--- src/hw/rtl/mid128_pkg.sv ---
// Package for the Midori128 encryption core: constant tables, shared types and
// the cell substitution helper. It depends on nothing else.
package mid128_pkg;

  // Field and register widths fixed by the interface.
  localparam int unsigned HALF_W      = 64;
  localparam int unsigned BLOCK_W     = 128;
  localparam int unsigned ROUND_W     = 5;
  localparam int unsigned CFG_AW      = 5;
  localparam int unsigned CFG_DW      = 64;
  localparam int unsigned NUM_CELLS   = 16;
  localparam int unsigned MAX_ROUNDS  = 20;
  localparam int unsigned NUM_RC_ROWS = 19;

  // Configuration register indexes (byte address divided by eight).
  localparam logic [1:0] CFG_KEY_HIGH    = 2'd0;
  localparam logic [1:0] CFG_KEY_LOW     = 2'd1;
  localparam logic [1:0] CFG_ROUND_COUNT = 2'd2;

  localparam logic [ROUND_W-1:0] ROUND_COUNT_RST = 5'd20;

  typedef enum logic {
    ST_IDLE,
    ST_RUN
  } seq_state_e;

  // Control handed from the sequencer to the round unit.
  typedef struct packed {
    logic               last;
    logic [ROUND_W-1:0] rnd;
  } round_ctrl_t;

  localparam logic [2:0] BIT_PERM [4][8] = '{
    '{3'd4, 3'd1, 3'd6, 3'd3, 3'd0, 3'd5, 3'd2, 3'd7},
    '{3'd1, 3'd6, 3'd7, 3'd0, 3'd5, 3'd2, 3'd3, 3'd4},
    '{3'd2, 3'd3, 3'd4, 3'd1, 3'd6, 3'd7, 3'd0, 3'd5},
    '{3'd7, 3'd4, 3'd1, 3'd2, 3'd3, 3'd0, 3'd5, 3'd6}
  };

  localparam logic [3:0] SB1 [16] = '{
    4'h1, 4'h0, 4'h5, 4'h3, 4'he, 4'h2, 4'hf, 4'h7,
    4'hd, 4'ha, 4'h9, 4'hb, 4'hc, 4'h8, 4'h4, 4'h6
  };

  localparam logic [3:0] SHUFFLE_MAP [16] = '{
    4'd0, 4'd10, 4'd5, 4'd15, 4'd14, 4'd4, 4'd11, 4'd1,
    4'd9, 4'd3, 4'd12, 4'd6, 4'd7, 4'd13, 4'd2, 4'd8
  };

  // One row per round, bit 15 belongs to cell 0.
  localparam logic [15:0] ROUND_CONST [NUM_RC_ROWS] = '{
    16'h15B3, 16'h78C0, 16'hA435, 16'h6213, 16'h104F, 16'hD170, 16'h0266,
    16'h0BCC, 16'h9481, 16'h40B8, 16'h7197, 16'h228E, 16'h5130, 16'hF8CA,
    16'hDF90, 16'h7C81, 16'h1C24, 16'h23B4, 16'h628A
  };

  function automatic logic [15:0] round_const(logic [ROUND_W-1:0] rnd);
    logic [15:0] rc;
    rc = '0;
    if (rnd < ROUND_W'(NUM_RC_ROWS)) begin
      rc = ROUND_CONST[rnd];
    end
    return rc;
  endfunction

  // SSb box: bit permutation, Sb1 on both nibbles, inverse bit permutation.
  // Bit positions count from the most significant bit.
  function automatic logic [7:0] ssb(logic [7:0] x, logic [1:0] sel);
    logic [7:0] y;
    logic [7:0] t;
    logic [7:0] z;
    y = '0;
    z = '0;
    for (int j = 0; j < 8; j++) begin
      y[7-j] = x[7-int'(BIT_PERM[sel][j])];
    end
    t = {SB1[y[7:4]], SB1[y[3:0]]};
    for (int j = 0; j < 8; j++) begin
      z[7-int'(BIT_PERM[sel][j])] = t[7-j];
    end
    return z;
  endfunction

endpackage

--- src/hw/rtl/mid128_cfg.sv ---
// Configuration register file of the Midori128 core behind an APB-style port.
// Depends on mid128_pkg for widths and register indexes.
module mid128_cfg (
  input  logic                               clk_i,
  input  logic                               rst_ni,
  input  logic                               psel,
  input  logic                               penable,
  input  logic                               pwrite,
  input  logic [mid128_pkg::CFG_AW-1:0]      paddr,
  input  logic [mid128_pkg::CFG_DW-1:0]      pwdata,
  output logic [mid128_pkg::CFG_DW-1:0]      prdata,
  output logic                               pready,
  output logic [mid128_pkg::BLOCK_W-1:0]     key_o,
  output logic [mid128_pkg::ROUND_W-1:0]     round_count_o
);

  logic [mid128_pkg::HALF_W-1:0]  key_high_q;
  logic [mid128_pkg::HALF_W-1:0]  key_low_q;
  logic [mid128_pkg::ROUND_W-1:0] round_count_q;
  logic [1:0]                     reg_idx;
  logic                           wr_en;

  assign pready  = 1'b1;
  assign reg_idx = paddr[4:3];
  assign wr_en   = psel & penable & pwrite & pready;

  always_ff @(posedge clk_i or negedge rst_ni) begin
    if (!rst_ni) begin
      key_high_q    <= '0;
      key_low_q     <= '0;
      round_count_q <= mid128_pkg::ROUND_COUNT_RST;
    end else if (wr_en) begin
      unique case (reg_idx)
        mid128_pkg::CFG_KEY_HIGH:    key_high_q    <= pwdata;
        mid128_pkg::CFG_KEY_LOW:     key_low_q     <= pwdata;
        mid128_pkg::CFG_ROUND_COUNT: round_count_q <= pwdata[mid128_pkg::ROUND_W-1:0];
        default: ;
      endcase
    end
  end

  always_comb begin
    unique case (reg_idx)
      mid128_pkg::CFG_KEY_HIGH:    prdata = key_high_q;
      mid128_pkg::CFG_KEY_LOW:     prdata = key_low_q;
      mid128_pkg::CFG_ROUND_COUNT: prdata = mid128_pkg::CFG_DW'(round_count_q);
      default:                     prdata = '0;
    endcase
  end

  assign key_o         = {key_high_q, key_low_q};
  assign round_count_o = round_count_q;

endmodule

--- src/hw/rtl/mid128_round.sv ---
// Shared Midori128 round unit: SubCell, then either ShuffleCell, MixColumn and
// key/constant addition, or the final key addition. Depends on mid128_pkg.
module mid128_round (
  input  logic [mid128_pkg::BLOCK_W-1:0] state_i,
  input  logic [mid128_pkg::BLOCK_W-1:0] key_i,
  input  mid128_pkg::round_ctrl_t        ctrl_i,
  output logic [mid128_pkg::BLOCK_W-1:0] state_o
);

  logic [7:0]  sub   [mid128_pkg::NUM_CELLS];
  logic [7:0]  shuf  [mid128_pkg::NUM_CELLS];
  logic [7:0]  mixed [mid128_pkg::NUM_CELLS];
  logic [7:0]  kcell [mid128_pkg::NUM_CELLS];
  logic [15:0] rc;

  assign rc = mid128_pkg::round_const(ctrl_i.rnd);

  always_comb begin
    for (int k = 0; k < 16; k++) begin
      sub[k]   = mid128_pkg::ssb(state_i[127-8*k -: 8], 2'(k));
      kcell[k] = key_i[127-8*k -: 8];
    end
    for (int k = 0; k < 16; k++) begin
      shuf[k] = sub[mid128_pkg::SHUFFLE_MAP[k]];
    end
    // Each cell is replaced by the XOR of the other three cells in its column.
    for (int c = 0; c < 4; c++) begin
      mixed[4*c]   = shuf[4*c+1] ^ shuf[4*c+2] ^ shuf[4*c+3];
      mixed[4*c+1] = shuf[4*c]   ^ shuf[4*c+2] ^ shuf[4*c+3];
      mixed[4*c+2] = shuf[4*c]   ^ shuf[4*c+1] ^ shuf[4*c+3];
      mixed[4*c+3] = shuf[4*c]   ^ shuf[4*c+1] ^ shuf[4*c+2];
    end
    for (int k = 0; k < 16; k++) begin
      if (ctrl_i.last) begin
        state_o[127-8*k -: 8] = sub[k] ^ kcell[k];
      end else begin
        state_o[127-8*k -: 8] = mixed[k] ^ kcell[k] ^ {7'b0, rc[15-k]};
      end
    end
  end

endmodule

--- src/hw/rtl/midori128_block_encrypt.sv ---
// Midori128 block encryption core, top level.
// Uses mid128_pkg, mid128_cfg and mid128_round.

// The core encrypts one 128-bit block per transaction with Midori128, using the
// 128-bit key and round count held in the configuration registers (key_high at
// byte address 0, key_low at 8, round_count at 16). A round count of zero acts
// as one and values above MAX_ROUNDS act as MAX_ROUNDS. After an input
// transaction is taken, the whitened block sits in the state register and one
// shared round unit is applied to it once per clock cycle, the last round
// excepted when it is held: nr-1 full rounds and then the final substitution,
// nr rounds in all (20 with the reset round count), whose result is written
// straight into the output register. in_stall_o is high while a block is in
// progress. The output register decouples the two sides: a new block is taken
// while the previous result still waits, and the core only holds its last
// round when the output register is full and stalled. Configuration may only
// be changed while the core is idle.
module midori128_block_encrypt #(
  parameter int unsigned MAX_ROUNDS = mid128_pkg::MAX_ROUNDS
) (
  input  logic                               clk_i,
  input  logic                               rst_ni,
  input  logic                               psel,
  input  logic                               penable,
  input  logic                               pwrite,
  input  logic [mid128_pkg::CFG_AW-1:0]      paddr,
  input  logic [mid128_pkg::CFG_DW-1:0]      pwdata,
  output logic [mid128_pkg::CFG_DW-1:0]      prdata,
  output logic                               pready,
  input  logic                               in_valid_i,
  output logic                               in_stall_o,
  input  logic [mid128_pkg::HALF_W-1:0]      plain_high_i,
  input  logic [mid128_pkg::HALF_W-1:0]      plain_low_i,
  output logic                               out_valid_o,
  input  logic                               out_stall_i,
  output logic [mid128_pkg::HALF_W-1:0]      cipher_high_o,
  output logic [mid128_pkg::HALF_W-1:0]      cipher_low_o
);

  // The round counter only ever holds values below the round limit.
  localparam int unsigned RND_W = $clog2(MAX_ROUNDS + 1);
  localparam logic [mid128_pkg::ROUND_W-1:0] MAX_NR = mid128_pkg::ROUND_W'(MAX_ROUNDS);

  mid128_pkg::seq_state_e             st_q, st_d;
  logic [RND_W-1:0]                   rnd_q, rnd_d;
  logic [mid128_pkg::BLOCK_W-1:0]     state_q, state_d;
  logic [mid128_pkg::BLOCK_W-1:0]     out_q, out_d;
  logic                               out_valid_q, out_valid_d;
  logic [mid128_pkg::BLOCK_W-1:0]     key;
  logic [mid128_pkg::ROUND_W-1:0]     round_count;
  logic [mid128_pkg::ROUND_W-1:0]     nr;
  logic [mid128_pkg::BLOCK_W-1:0]     round_out;
  mid128_pkg::round_ctrl_t            ctrl;
  logic                               in_acc;
  logic                               out_free;
  logic                               finish;

  mid128_cfg u_cfg (
    .clk_i         (clk_i),
    .rst_ni        (rst_ni),
    .psel          (psel),
    .penable       (penable),
    .pwrite        (pwrite),
    .paddr         (paddr),
    .pwdata        (pwdata),
    .prdata        (prdata),
    .pready        (pready),
    .key_o         (key),
    .round_count_o (round_count)
  );

  // Effective round count: zero acts as one, large values saturate.
  always_comb begin
    if (round_count == '0) begin
      nr = mid128_pkg::ROUND_W'(1);
    end else if (round_count > MAX_NR) begin
      nr = MAX_NR;
    end else begin
      nr = round_count;
    end
  end

  // The final substitution is due once rnd + 1 reaches the round count.
  assign ctrl.rnd  = mid128_pkg::ROUND_W'(rnd_q);
  assign ctrl.last = (ctrl.rnd + mid128_pkg::ROUND_W'(1)) >= nr;

  mid128_round u_round (
    .state_i (state_q),
    .key_i   (key),
    .ctrl_i  (ctrl),
    .state_o (round_out)
  );

  assign in_stall_o = (st_q != mid128_pkg::ST_IDLE);
  assign in_acc     = in_valid_i & ~in_stall_o;
  assign out_free   = ~out_valid_q | ~out_stall_i;

  always_comb begin
    st_d        = st_q;
    rnd_d       = rnd_q;
    state_d     = state_q;
    out_d       = out_q;
    out_valid_d = out_valid_q & out_stall_i;
    finish      = 1'b0;
    unique case (st_q)
      mid128_pkg::ST_IDLE: begin
        if (in_acc) begin
          state_d = {plain_high_i, plain_low_i} ^ key;
          rnd_d   = '0;
          st_d    = mid128_pkg::ST_RUN;
        end
      end
      mid128_pkg::ST_RUN: begin
        if (!ctrl.last) begin
          state_d = round_out;
          rnd_d   = rnd_q + RND_W'(1);
        end else if (out_free) begin
          // Final round lands straight in the output register.
          finish      = 1'b1;
          out_d       = round_out;
          out_valid_d = 1'b1;
          st_d        = mid128_pkg::ST_IDLE;
        end
      end
      default: st_d = mid128_pkg::ST_IDLE;
    endcase
  end

  always_ff @(posedge clk_i or negedge rst_ni) begin
    if (!rst_ni) begin
      st_q        <= mid128_pkg::ST_IDLE;
      rnd_q       <= '0;
      out_valid_q <= 1'b0;
    end else begin
      st_q        <= st_d;
      rnd_q       <= rnd_d;
      out_valid_q <= out_valid_d;
    end
  end

  always_ff @(posedge clk_i) begin
    state_q <= state_d;
    out_q   <= out_d;
  end

  assign out_valid_o   = out_valid_q;
  assign cipher_high_o = out_q[127:64];
  assign cipher_low_o  = out_q[63:0];

  // The round counter never runs past the effective round count.
  assert property (@(posedge clk_i) disable iff (!rst_ni)
    (st_q == mid128_pkg::ST_RUN) |-> (ctrl.rnd < nr))
    else $error("round counter out of range");

  // A taken block starts at round zero in the running state.
  assert property (@(posedge clk_i) disable iff (!rst_ni)
    in_acc |=> (st_q == mid128_pkg::ST_RUN) && (rnd_q == '0))
    else $error("block did not start at round zero");

  // Full rounds advance the counter by exactly one.
  assert property (@(posedge clk_i) disable iff (!rst_ni)
    (st_q == mid128_pkg::ST_RUN) && !ctrl.last |=> (rnd_q == $past(rnd_q) + RND_W'(1)))
    else $error("round counter skipped");

  // A result is only written when the output register can take it,
  // and it then shows as valid.
  assert property (@(posedge clk_i) disable iff (!rst_ni)
    finish |-> (!out_valid_q || !out_stall_i))
    else $error("result overwrote a pending output");

  assert property (@(posedge clk_i) disable iff (!rst_ni)
    finish |=> out_valid_o && (st_q == mid128_pkg::ST_IDLE))
    else $error("finished block not presented");

endmodule
--- config.mk ---
export PLATFORM = sky130hd
export DESIGN_NAME = midori128_block_encrypt
export DESIGN_NICKNAME = d
export VERILOG_FILES = /design/src/hw/rtl/mid128_pkg.sv /design/src/hw/rtl/mid128_cfg.sv /design/src/hw/rtl/mid128_round.sv /design/src/hw/rtl/midori128_block_encrypt.sv
export SDC_FILE = /design/constraint.sdc
export NUM_CORES = 1
export LEC_CHECK = 0
export ABC_AREA = 1
export BUFFER_PORTS_ARGS = -buffer_cell sky130_fd_sc_hd__buf_2
export CAP_MARGIN = 0
export CELL_PAD_IN_SITES_DETAIL_PLACEMENT = 2
export CELL_PAD_IN_SITES_GLOBAL_PLACEMENT = 2
export CORE_MARGIN = 10
export CORE_UTILIZATION = 30
export DETAILED_ROUTE_END_ITERATION = 8
export PLACE_DENSITY_LB_ADDON = 0.08
export SLEW_MARGIN = 10
export SYNTH_ARGS = -nofsm -noshare
export SYNTH_HDL_FRONTEND = slang
export SYNTH_SLANG_ARGS = --single-unit
--- constraint.sdc ---
create_clock -name clk_i -period 21.1 [get_ports clk_i]
set_input_delay 4.22 -clock clk_i [delete_from_list [all_inputs] [get_ports clk_i]]
set_output_delay 4.22 -clock clk_i [all_outputs]
set_load 0.05 [all_outputs]
======== After elaboration in Yosys (flattened, before gate mapping) ========
Memories as Yosys holds them, arrays and structs flattened.
Cells that the tools add are included.
storage, ports and cells
  flip-flop bits (word level) ............. 396
  ROM bits ................................ 2560
  output and inout bits ................... 195
  logic and storage cells ................. 306
  memories ................................ 33
memory list
  name              words  bits a word  read ports  clocked after memory_dff  write ports  RTL line          text
  (name not given)  32     16           1           0                         0            mid128_pkg.sv:61  rc = ROUND_CONST[rnd];
  (name not given)  16     4            1           0                         0            mid128_pkg.sv:77  t = {SB1[y[7:4]], SB1[y[3:0]]};
  (name not given)  16     4            1           0                         0            mid128_pkg.sv:77
  (name not given)  16     4            1           0                         0            mid128_pkg.sv:77
  (name not given)  16     4            1           0                         0            mid128_pkg.sv:77
  (name not given)  16     4            1           0                         0            mid128_pkg.sv:77
  27 more memories  --     --           --          --                        --           --
cells by class
  add/sub/neg operators ................... 1
  order comparisons ....................... 36
  equality and inequality tests ........... 4
  mux-type cells .......................... 99
  bitwise logic cells ..................... 118
  reduce and logical (&&, ||, !) cells .... 7
operators with widths
  operator             number
  $xor 8x8->8          60
  $mux 128             2
  $mux 4               64
  $pmux 128 s2         1
  $pmux 64 s3          1
  $ge 5x5->1 const B   32
  $not 4->5            32
  $mux 8               16
  $xor 128x128->128    1
  $xor 8x1->8          16
  $mux 16              3
  $mux 5               4
  $pmux 5 s2           1
  $reduce_and 2->1     4
  $ge 6x6->1 const B   1
  $mux 1               6
  $not 5->6            1
  $add 5x1->5 const B  1
  $ge 5x5->1           1
  $gt 5x5->1 const B   1
  $logic_not 5->1      1
  $lt 5x5->1 const B   1
  $and 1x1->1          4
  $ne 2x2->1 const B   2
  other kinds (7)      9

======== Longest topological paths before layout ========
  depth after elaboration ................. 11
  mapped depth ............................ 21

======== Modules after synthesis ========
Synthesis repeated with hierarchy kept, for this count alone.
unflattened totals
  cells, all modules ...................... 4081
  area, all modules ....................... 27919.3 µm²
modules (own cells, without submodules)
  module                   times used  cells an instance  area an instance (µm²)  sequential area each (µm²)
  mid128_round             1           2551               11267.1                 0.0
  midori128_block_encrypt  1           743                10618.9                 7862.5
  mid128_cfg               1           787                6033.3                  3330.7

======== Worst setup path before layout ========
No wires, ideal clock.
  path type ............................... input -> register
  from .................................... in out_stall_i
  to ...................................... reg out_q[0] (netlist bit) (enable)
  setup time .............................. 0.658 ns
  arrival time ............................ 10.402 ns
  data required time ...................... 20.442 ns
  slack ................................... 10.040 ns
  cell stages on the path ................. 1
  path buffers ............................ 0
  cells stage by stage .................... a21oi_1
between the ends
  longest elaborated chain between the ends .. 3
RTL lines
  item                        RTL line                        text
  from (decl)                 midori128_block_encrypt.sv:34   input logic out_stall_i,
  $not 1->1                   midori128_block_encrypt.sv:95   assign out_free = ~out_valid_q | ~out_stall_i;
  $or 1x1->1                  midori128_block_encrypt.sv:95
  $reduce_and 3->1 (no line)  --
  to (signal assigned)        midori128_block_encrypt.sv:142  out_q <= out_d;
  to (decl)                   midori128_block_encrypt.sv:46   logic [mid128_pkg::BLOCK_W-1:0] out_q, out_d;
Every way passes these cells.
A chain may end at the register's enable or synchronous reset.

======== Worst setup path after layout ========
  from .................................... in paddr[3] (netlist bit)
  to ...................................... out prdata[29] (netlist bit)
between the ends
  longest elaborated chain between the ends .. 2
  elaborated cells on any way between the ends .. 4
  those cells by class .................... eq/ne: 2; mux: 1; reduce/logical: 1
RTL lines
  item                                RTL line                       text
  from (decl)                         midori128_block_encrypt.sv:25  input logic [mid128_pkg::CFG_AW-1:0] paddr,
  $eq 2x2->1 (tied with other cells)  mid128_cfg.sv:43               unique case (reg_idx)
  $pmux 64 s3 (*)                     mid128_cfg.sv:43
  to (decl)                           midori128_block_encrypt.sv:27  output logic [mid128_pkg::CFG_DW-1:0] prdata,
Mark *: on every way between the ends. The rest lies on a longest branch, timed or not.

==> impl_metrics.toml <==
[route]
drtIter0Drc = 1879
drt-total-wl_um = 138000
via_count = 28200
viasPerCell = 5.14
route.detailed.wl_per_inst_um = 25.2
drc_errors = 0
first_pass_iters = 7
drtAntennaViolNets = 0

[critical_path]
rrSetupSlack_ns = 16.20
endpoint_kind = "output pin"
reg2reg_to = "out_q[43]"
r2r-start = "rnd_q[2]"
crit_buf_inv = 6
path_class = "primary input to output pin"
critPathArrivalTime_ns = 6.55
required_ns = 16.88
slowest_stage = "o21ai_0"
worstPathCellList = "buf_2 > inv_1 > nor2_1 > buf_4 > inv_2 > buf_4 > o21ai_0 > buf_2"
critPathLaunchType = "primary input"
slowest_delay_ns = 0.53
reg2reg_depth = 14
cp_max_fo = 40
cp_top_family = "buffers and inverters"

[floorplan]
fp-row-count = 109
die_x_um = 318
core_area_um2 = 88400
start_util = 0.302
num_io_pins = 399
die_y_um = 318
die_area_um2 = 101000

[sta]
min_period_ns = 10.77
tightest_slew_ns = 1.11
finalHoldViolCount = 0
post-route-period-util = 0.510
setup_viol = 0
rsz0062_at_grt = "false"
drv_slew = 0
setup_tns_ns = 0
max-slew-margin-rel = 0.252
max_freq_mhz = 92.9
fin_skew_ns = 0.0225

[yosys]
yosys-top-cells-area = "edfxtp_1 29%, nand2_1 24%, dfrtp_1 13%"
synth_top_area_cell = "edfxtp_1"
synthArstFlopShare = 0.354
synth_top_area_frac = 0.288
syn_inst = 3914
synth_area_um2 = 26700
synth.avg_cell_area_um2 = 6.83
yosys_warnings = 0
synth-seq-cells = 396
ys.flop_type = "edfxtp_1"
synth_fp_nets = 4129
seq_area_frac_synth = 0.419
synth_cell_types = 33
synth_edf_count = 256

[worst_hold_path]
hp-class = "flop to flop"
holdPathEnd = "u_cfg.round_count_o[2]"
min_from = "u_cfg.round_count_o[2]"
hold_depth = 2

[global_route]
grt_max_degree = 142
grt_pass1_wl_um = 203000
grt_antenna_before_repair = 6
grt_pass1_vias = 30000
grt.overflow.total = 0
gr-usage-all-layers = 0.265

[placed_design]
dp.final_hpwl_um = 108000
io_buffer_count = 394
gp_congestion = 0.864

[clock_tree]
cts_resized = 0
clk-insertion-delay-late_ns = 0.63
cts-root-buf = "clkbuf_16"
post_cts.repair.setup_buffers = 0
cts_tree = "built"
cts_num_sinks = 396
cts_buffers = 52
clk_pin_slew_ns = 0.06
htreeDepth = 2
cts_buffer_depth = 3
postCtsHoldBufs = 0

[job]
max_cap_violations = 0

[layout]
nNetsFinal = 4495
drive_gt1_frac = 0.118
synthToLayoutAreaGrowth_pct = 18.3

[outcome]
status = "completed"
==> cells in the mapped netlist (12+ instances only) <==
cell type and count:
a21oi_1 36, and2_1 17, buf_1 14, buf_2 21
clkbuf_1 65, dfrtp_1 138, edfxtp_1 256, inv_1 456
nand2_1 1735, nand3_1 514, nor2_1 88, o211ai_1 12
o21ai_0 275, o21ai_1 19, o22ai_1 55, xnor2_1 17
xor2_1 142
==> sequential cells by signal, indices dropped and copies added (netlist names) <==
| name | flops |
|---|---|
| state_q | 128 |
| u_cfg.key_high_q | 64 |
| u_cfg.key_low_q | 64 |
| in_stall_o | 1 |
| out_q | 128 |
| u_cfg.round_count_o | 5 |
| out_valid_o | 1 |
| rnd_q | 5 |
==> cell usage in the layout, fill, tap and decap left out, drive strengths merged, types with 11 or more instances in the layout <==
master and n:
o21ai 294, edfxtp 256, and2 17, inv 466
nor2 89, xnor2 17, ha 11, nand3 514
xor2 142, o211ai 12, o22ai 55, nand2 1735
a21oi 36, clkbuf 81, buf 419, dfrtp 138
==> per-layer routing <==
layer | global-route usage | part of all wire | vias to the layer above
met5 | 0 | 0.000087 | -
met4 | 0.0722 | 0.028 | 2
met3 | 0.0318 | 0.037 | 141
met2 | 0.465 | 0.49 | 554
met1 | 0.338 | 0.44 | 14300
li1 | - | - | 13300
==> tightest hold or removal path: stages (launching register included) <==
cell,delay [ns]
dfstp_2,0.39
nand2_1,0.06
o21ai_0,0.07
==> metrics by stage <==
| stage | cells | util | area (um^2) | setup slack (ns) | hold slack (ns) |
|---|---|---|---|---|---|
| 2_1_floorplan | 3914 | - | 26700 | 10.04 | 0.484 |
| 3_3_place_gp | 5391 | 0.339 | 30000 | 10.33 | 0.518 |
| 3_5_place_dp | 5391 | 0.339 | 30000 | 10.30 | 0.525 |
| 4_1_cts | 5488 | 0.358 | 31600 | 10.29 | 0.534 |
| 5_1_grt | 5488 | 0.358 | 31600 | 10.25 | 0.565 |
| 6_report | 5490 | 0.358 | 31600 | 10.33 | 0.532 |
==> final cells by class <==
class	instances	area [um^2]
flip-flops and latches	396	11200
well taps	1165	1460
inverters	465	1750
clock buffers	81	1490
clock inverters	16	148
multi-input cells	2946	13400
diodes	2	5.00
fillers	10800	56800
repair buffers	419	2180
==> worst max path at each step <==
stage | slack (ns) | endpoint | start | cells past startpoint
finish | 10.33 | prdata[29] | paddr[3] | 8
detailed placement | 10.30 | prdata[29] | paddr[3] | 8
floorplan | 10.04 | out_q[0] | out_stall_i | 1
global placement | 10.33 | prdata[29] | paddr[3] | 8
global route | 10.25 | prdata[29] | paddr[3] | 8
CTS | 10.29 | prdata[29] | paddr[3] | 8
==> cells by family (layout without fill, tap and decap cells) <==
kind of cell             Yosys count  after routing  share of synthesized area
AO/OA/AOI/OAI                    406            406                     0.0808
XOR/XNOR                         159            159                     0.0521
adder cells (fa/ha/maj)           11             11                    0.00515
buffers and inverters            572            981                     0.0823
flip-flops                       396            396                      0.419
other                              1              3                   0.000140
AND/OR/NAND/NOR                 2369           2369                      0.360
Power is left out: the tool's default activity adds up to more than one toggle a clock period on the data nets, which glitch-free logic cannot reach.
